--- src/rtl/assert_macros.svh ---
// ---------------------------------------------------------------------------
// Assertion macros
// Shared concurrent assertion forms for the RTL.
// ---------------------------------------------------------------------------
`ifndef ASSERT_MACROS_SVH
`define ASSERT_MACROS_SVH

// a implies b in the same cycle
`define ASSERT_IMPL(label, clk, rst_n, a, b) \
    label: assert property (@(posedge clk) disable iff (!(rst_n)) (a) |-> (b)) \
        else $error("assertion failed");

// a implies b in a later cycle
`define ASSERT_IMPL_2(label, clk, rst_n, a, b) \
    label: assert property (@(posedge clk) disable iff (!(rst_n)) (a) |=> ##1 (b)) \
        else $error("assertion failed");

`endif

--- src/rtl/hsc_pkg.sv ---
// ---------------------------------------------------------------------------
// hsc_pkg
// Types, constants and bit functions for the 16/11 SECDED codec.
// ---------------------------------------------------------------------------
package hsc_pkg;

    localparam logic [15:0] MASK_P0  = 16'hAAAA;
    localparam logic [15:0] MASK_P1  = 16'h6666;
    localparam logic [15:0] MASK_P2  = 16'h1E1E;
    localparam logic [15:0] MASK_P3  = 16'h01FE;
    localparam logic [15:0] MASK_LO  = 16'h00FE;
    localparam logic [15:0] MASK_MID = 16'h0E00;
    localparam logic [15:0] MASK_HI  = 16'h2000;

    typedef enum logic [0:0] {
        OP_ENCODE = 1'b0,
        OP_DECODE = 1'b1
    } t_op;

    typedef enum logic [1:0] {
        ST_OK  = 2'd0,
        ST_ONE = 2'd1,
        ST_BAD = 2'd2
    } t_status;

    typedef struct packed {
        logic        kind;
        logic [10:0] plain_data;
        logic [15:0] codeword;
    } t_in_item;

    typedef struct packed {
        logic [15:0] encoded_word;
        logic [10:0] decoded_data;
        t_status     status;
    } t_out_item;

    function automatic logic [15:0] place_data(input logic [10:0] d);
        return {2'b00, d[10], 1'b0, d[9:7], 1'b0, d[6:0], 1'b0};
    endfunction

    function automatic logic [10:0] take_data(input logic [15:0] w);
        return {w[13], w[11:9], w[7:1]};
    endfunction

    function automatic logic [3:0] syndrome(input logic [15:0] w);
        return {^(w & MASK_P3), ^(w & MASK_P2), ^(w & MASK_P1), ^(w & MASK_P0)};
    endfunction

endpackage

--- src/rtl/hamming_secded_16_11_codec.sv ---
// Start loads the input register; the result register drives o_valid.
// Throughput: one transaction per cycle; an input register and a result
// register hold one transaction each, with XOR trees between them.
// Reset: synchronous, active low; busy is high while in reset and in the
// cycle after it, and no result is strobed. The receiver cannot stall.
// ---------------------------------------------------------------------------
// hamming_secded_16_11_codec
// Extended Hamming SECDED encoder and decoder, 11 data bits in 16.
// ---------------------------------------------------------------------------
`include "assert_macros.svh"

module hamming_secded_16_11_codec
    import hsc_pkg::*;
(
    input  logic      i_clk,
    input  logic      i_rst_n,
    input  logic      start,
    output logic      busy,
    input  t_in_item  i_item,
    output logic      o_valid,
    output t_out_item o_result
);

    logic      r_ready;
    logic      r_in_vld;
    t_in_item  r_in;
    logic      r_out_vld;
    t_out_item r_out;
    t_out_item n_out;

    logic [15:0] enc_base;
    logic [15:0] enc_par;
    logic [3:0]  synd;
    logic        odd_par;
    logic [3:0]  flip_pos;
    logic [15:0] fixed_word;

    logic        res_bad;
    logic        res_zero;
    logic        res_enc;
    logic        res_even;

    assign busy = !r_ready;

    always_ff @(posedge i_clk) begin
        if (!i_rst_n) begin
            r_ready   <= 1'b0;
            r_in_vld  <= 1'b0;
            r_out_vld <= 1'b0;
        end else begin
            r_ready   <= 1'b1;
            r_in_vld  <= start && r_ready;
            r_out_vld <= r_in_vld;
        end
    end

    always_ff @(posedge i_clk) begin
        if (start && r_ready) begin
            r_in <= i_item;
        end
        r_out <= n_out;
    end

    // parity bits sit only inside their own check mask
    always_comb begin
        enc_base     = place_data(r_in.plain_data);
        enc_par      = enc_base;
        enc_par[15]  = ^(enc_base & MASK_P0);
        enc_par[14]  = ^(enc_base & MASK_P1);
        enc_par[12]  = ^(enc_base & MASK_P2);
        enc_par[8]   = ^(enc_base & MASK_P3);
        enc_par[0]   = ^enc_par[15:1];
    end

    always_comb begin
        synd       = syndrome(r_in.codeword);
        odd_par    = ^r_in.codeword;
        flip_pos   = 4'(5'd16 - {1'b0, synd});
        fixed_word = r_in.codeword;
        if (odd_par) begin
            fixed_word = r_in.codeword ^ (16'd1 << flip_pos);
        end
    end

    always_comb begin
        n_out = '0;
        case (t_op'(r_in.kind))
            OP_ENCODE: begin
                n_out.encoded_word = enc_par;
                n_out.status       = ST_OK;
            end
            OP_DECODE: begin
                if (synd != 4'd0 && !odd_par) begin
                    n_out.status = ST_BAD;
                end else begin
                    n_out.decoded_data = take_data(fixed_word);
                    n_out.status       = odd_par ? ST_ONE : ST_OK;
                end
            end
            default: begin
                n_out = '0;
            end
        endcase
    end

    assign o_valid  = r_out_vld;
    assign o_result = r_out;

    assign res_bad  = o_valid && o_result.status == ST_BAD;
    assign res_zero = o_result.decoded_data == 11'd0 && o_result.encoded_word == 16'd0;
    assign res_enc  = o_valid && o_result.encoded_word != 16'd0;
    assign res_even = o_result.status == ST_OK && !(^o_result.encoded_word);

    `ASSERT_IMPL_2(a_start_to_strobe, i_clk, i_rst_n, start && !busy, o_valid)
    `ASSERT_IMPL(a_bad_zero, i_clk, i_rst_n, res_bad, res_zero)
    `ASSERT_IMPL(a_enc_even, i_clk, i_rst_n, res_enc, res_even)

endmodule

--- config.mk ---
export PLATFORM = sky130hd
export DESIGN_NAME = hamming_secded_16_11_codec
export DESIGN_NICKNAME = d
export VERILOG_FILES = /design/src/rtl/hsc_pkg.sv /design/src/rtl/hamming_secded_16_11_codec.sv
export VERILOG_INCLUDE_DIRS = /design/src /design/src/rtl
export SDC_FILE = /design/constraint.sdc
export NUM_CORES = 1
export LEC_CHECK = 0
export ABC_CLOCK_PERIOD_IN_PS = 2700
export CORE_MARGIN = 5
export CORE_UTILIZATION = 55
export CTS_BUF_LIST = sky130_fd_sc_hd__clkbuf_16
export DETAILED_ROUTE_END_ITERATION = 6
export DONT_BUFFER_PORTS = 1
export PLACE_DENSITY = 0.69
export SYNTH_ARGS = -nofsm -noshare
export SYNTH_HDL_FRONTEND = slang
export SYNTH_SLANG_ARGS = --single-unit
--- constraint.sdc ---
create_clock -name i_clk -period 2.7 [get_ports i_clk]
set_clock_uncertainty 0.05 [all_clocks]
set_input_delay 0.27 -clock i_clk [delete_from_list [all_inputs] [get_ports i_clk]]
set_output_delay 0.27 -clock i_clk [all_outputs]
set_load 0.02 [all_outputs]
# Word-level counts from Yosys, hierarchy flattened
# Cells that the tools add are included.
totals:
  reg_bits: 60
  input_bits: 31
  out_inout_bits: 31
  wordCells: 34
classes:
  add_sub_neg: 1
  shifts: 1
  n_mux: 5
  bitwise_logic: 2
  n_reduce_logical: 16
op_table:
  columns: ["cell", "count"]
  rows:
  - ["$reduce_xor A16 Y1", 9]
  - ["$reduce_xor A15 Y1", 1]
  - ["$mux W14", 1]
  - ["$shl A1 B4 Y14 const A", 1]
  - ["$xor A14 B14 Y14", 1]
  - ["$pmux W2 S2", 1]
  - ["$reduce_bool A4 Y1", 1]
  - ["$sub A1 B4 Y4 const A", 1]
  - ["$logic_and A1 B1 Y1", 2]
  - ["$logic_not A1 Y1", 2]
  - ["$mux W1", 2]
  - ["$mux W2", 1]
  - ["$reduce_or A2 Y1", 1]
  - ["$not A1 Y1", 1]

# Longest topological paths before layout
logic_depth:
  word_depth: 5
  ltp_mapped: 7
  depth_no_buf: 7

# Least setup slack after synthesis
# No wires, ideal clock.
synth_path:
  kind: "register to register"
  start: "reg r_in[1] (netlist name)"
  end: "reg r_out, in the netlist o_result[7]"
  setup_time_ps: 118
  arrival_ps: 2049
  t_required_ps: 2532
  setup_slack_ps: 482
  path_stages_with_launch: 8
  path_buffers: 0
  period_less_slack_ps: 2218
  path_cell_list: "edfxtp_1 -> xnor2_1 -> xnor3_2 -> or3_4 -> and3_4 -> o21ai_1 -> xor2_1 -> nor2_1"
synth_between:
  elab_chain_cells: 5
  word_cells_on_any_way: 13
  classes_between: "add/sub (1); shift (1); mux (1); bitwise (1); reduce/logical (9)"
synth_lines:
  columns: ["element", "line", "source"]
  rows:
  - ["start, declared", "hamming_secded_16_11_codec.sv:26", "t_in_item r_in;"]
  - ["start signal, assigned", "hamming_secded_16_11_codec.sv:59", "r_in <= i_item;"]
  - ["$reduce_xor A16 Y1", "hsc_pkg.sv:47", "return {^(w & MASK_P3), ^(w & MASK_P2), ^(w & MASK_P1), ^(w & MASK_P0)};"]
  - ["$sub A1 B4 Y4", "hamming_secded_16_11_codec.sv:78", "flip_pos = 4'(5'd16 - {1'b0, synd});"]
  - ["$shl A1 B4 Y14", "hamming_secded_16_11_codec.sv:81", "fixed_word = r_in.codeword ^ (16'd1 << flip_pos);"]
  - ["$xor A14 B14 Y14", "hamming_secded_16_11_codec.sv:81", null]
  - ["$mux W14", "hamming_secded_16_11_codec.sv:80", "if (odd_par) begin"]
  - ["end signal, assigned", "hamming_secded_16_11_codec.sv:61", "r_out <= n_out;"]
  - ["end, declared", "hamming_secded_16_11_codec.sv:28", "t_out_item r_out;"]
# Parallel ways exist; a longest one is shown, timed or not.
# A chain may end at the register's enable or synchronous reset.

# Final worst setup path
layout_path:
  start: "reg r_in[1] (netlist name)"
  end: "reg r_out, in the netlist o_result[2]"
# Same word-level chain as after synthesis.

==> impl_results.md <==
* Row count at 24
* HP Class: in2reg
* Hold Path Depth at 1
* Final period util at 88.9%
* Initial antenna violation count at 0
* TritonRoute pass-1 iters at 5
* Diode count at 0
* Slew @ Worst Pin at 0.630 ns
* Register bit total from synthesis at 60
* Mapped Nets at 216
* Fin cells at between 200 and 300
* Most frequent cells in the layout: xnor2_1, dfxtp_1, dlygate4sd3_1
* Die height at between 70 and 80 um
* Placed cells at 236
* Number of routed nets with antenna violations at 0
* Die width at ~77 um
* Maximum number of pins on one net before global-route repair at 20
* Unrepaired setup endpoints after global routing: no
* Overall Global Routing Usage at 15.0%
* CTS Buf Count at 9
* Worst Setup End Kind: register
* Cell variety after synth at 30
* Lkg Pwr at 1.20 nW
* Setup-failing EPs final at 0
* Worst VDD drop at roughly 600 uV
* Ports at 62
* Power per cell area at 854 nW/um^2
* Final HPWL DP at 3020 um
* Final nets at 255
* Avg WL per Cell at 15.1 um
* CTS-repair resized insts at 0
* Clock sink count at 60
* TritonCTS clock tree: done
* Final min period at 2.40 ns
* Slew margin rel. at 58.0%
* WP data arrival at 2.55 ns
* Post-CTS Repair Setup Buffers at 0
* Setup TNS at 0 ns
* Iteration-0 DRC Markers at 55
* First-pass GRT wire length at 6870 um
* H-tree levels at 3
* Total Wirelength at between 4000 and 5000 um
* Vias per cell at 4.87
* Area Growth Syn to Fin at 25.2%
* Fmax at between 0.4 and 0.5 GHz
* Crit path required time at 2.84 ns
* Via count at 1,368
* Initial Utilization at 56.9%
* Root Driver: clkbuf_16
* Maximum net fanout on the critical path at 10
* PortBufs at 0
* Sequential cell area fraction in the yosys report at approximately three fifths
* Status: finished clean
* GRT Residual Overflow at 0
* Most common cell after layout, fill and taps aside: xnor2_1
* Type of origin of the critical path: register
* Yosys top cell area share at 33.7%
* Final hold vios at 0
* Worst skew pair latency at roughly 0.31 ns
* Synth area leader: edfxtp_1
* WS Path Type: reg2reg
* Worst-path clk slew at 0.05 ns
* Ys Warns at 0
* Die area at ~6000 sq um
* Drt drc at 0
* Cell count after synthesis at between 150 and 200
* Max-slew violation count at 0
* Synth Cell Area at around 2500 sq um
* Vias in the first global route at 1,452
* Clock Tree Buf Depth at 2
* GP Congestion at 0.873
* Total of max-cap violations at 0
* Synth area leaders: edfxtp_1, dfxtp_1, xnor2_1, xnor3_2, xor2_1
* Core area at 4380 sq um
* Post-synthesis area per instance at 13.5 sq um
* R2r worst-path depth at 6
* Share of layout cells above drive strength 1 at 13.1%
-- final timing paths --
kind | end | slack [ns] | startpoint
min reg2reg | o_valid | 0.39 | r_in_vld
max | o_result[2] | 0.30 | r_in[1]
min | o_valid | 0.04 | i_rst_n
max reg2reg | o_result[2] | 0.30 | r_in[1]
-- area by class of cell --
class,count,area [sq um]
tap,52,65.1
sequential,60,1480
clock buffer,9,225
multi-input combinational,121,991
inverter,2,7.51
clock inverter,7,55.1
fill,309,1260
timing repair buffer,30,298
-- layer usage --
| metal | GRT usage [%] | up-vias | routed length, um |
|---|---|---|---|
| met5 | 0 | - | 0 |
| met3 | 4.98 | 10 | 310 |
| met1 | 18.0 | 603 | 1820 |
| met4 | 7.73 | 0 | 89 |
| met2 | 24.1 | 59 | 2040 |
| li1 | - | 696 | - |
-- logic make-up (layout without fill, tap and decap cells) --
family / Yosys count / count (layout) / synth area share, %
flip-flops: 60 / 60 / 59.4
XOR/XNOR: 57 / 57 / 25.8
buffers and inverters: 4 / 48 / 0.903
AO/OA/AOI/OAI: 7 / 7 / 1.81
AND/OR/NAND/NOR: 57 / 57 / 12.1
-- state kept, by name, indices dropped and copies added (netlist names) --
| signal | count |
|---|---|
| o_result | 29 |
| o_valid | 1 |
| r_ready | 1 |
| r_in_vld | 1 |
| enc_base | 11 |
| r_in | 17 |
-- power by group --
part	internal (mW)	switching, mW
sequential	1.05	0.131
combinational	0.219	0.229
clock	0.694	0.347
-- stage by stage --
stage / area (sq um) / power, mW / hold WS (ns) / utilization, % / setup slack (ns)
3_3_place_gp: 2550 / 1.60 / 0.248 / 58.2 / 0.392
5_1_grt: 3120 / 2.79 / 0.0461 / 71.2 / 0.163
4_1_cts: 3120 / 2.69 / 0.0168 / 71.2 / 0.288
6_report: 3120 / 2.67 / 0.0377 / 71.2 / 0.299
2_1_floorplan: 2490 / 1.54 / 0.248 / - / 0.482
3_5_place_dp: 2550 / 1.61 / 0.248 / 58.2 / 0.305
-- cell usage after synthesis --
cell	n
a31oi_1	1
and2_1	3
xnor2_4	1
buf_6	1
nor2_1	24
and3_1	1
dfxtp_1	32
inv_1	2
nor4_1	3
xnor3_2	5
xnor2_1	34
nand2_2	1
xnor3_1	1
xnor2_2	3
nand2_1	4
and3_4	1
o21ai_1	3
clkbuf_1	1
nand3_2	2
a21o_1	1
or3_4	1
xor3_1	1
and2_4	1
nor2_2	1
o211ai_1	1
a21oi_2	1
xor2_1	12
nand3_1	4
nor2b_1	11
edfxtp_1	28
-- timing repair --
item,CTS,global route
hold buffers,29,0
endpoints found under the hold margin,29,0
endpoints found under the setup margin,0,0
-- worst max-delay path, stage by stage, from the launching register on --
cell and delay [ns]:
edfxtp_1 0.44, xnor2_1 0.31, xnor3_2 0.55, xnor3_2 0.48, a21o_1 0.21, nand2_2 0.16, nor2_1 0.08
No activity file was read; power rests on OpenSTA's default activity.
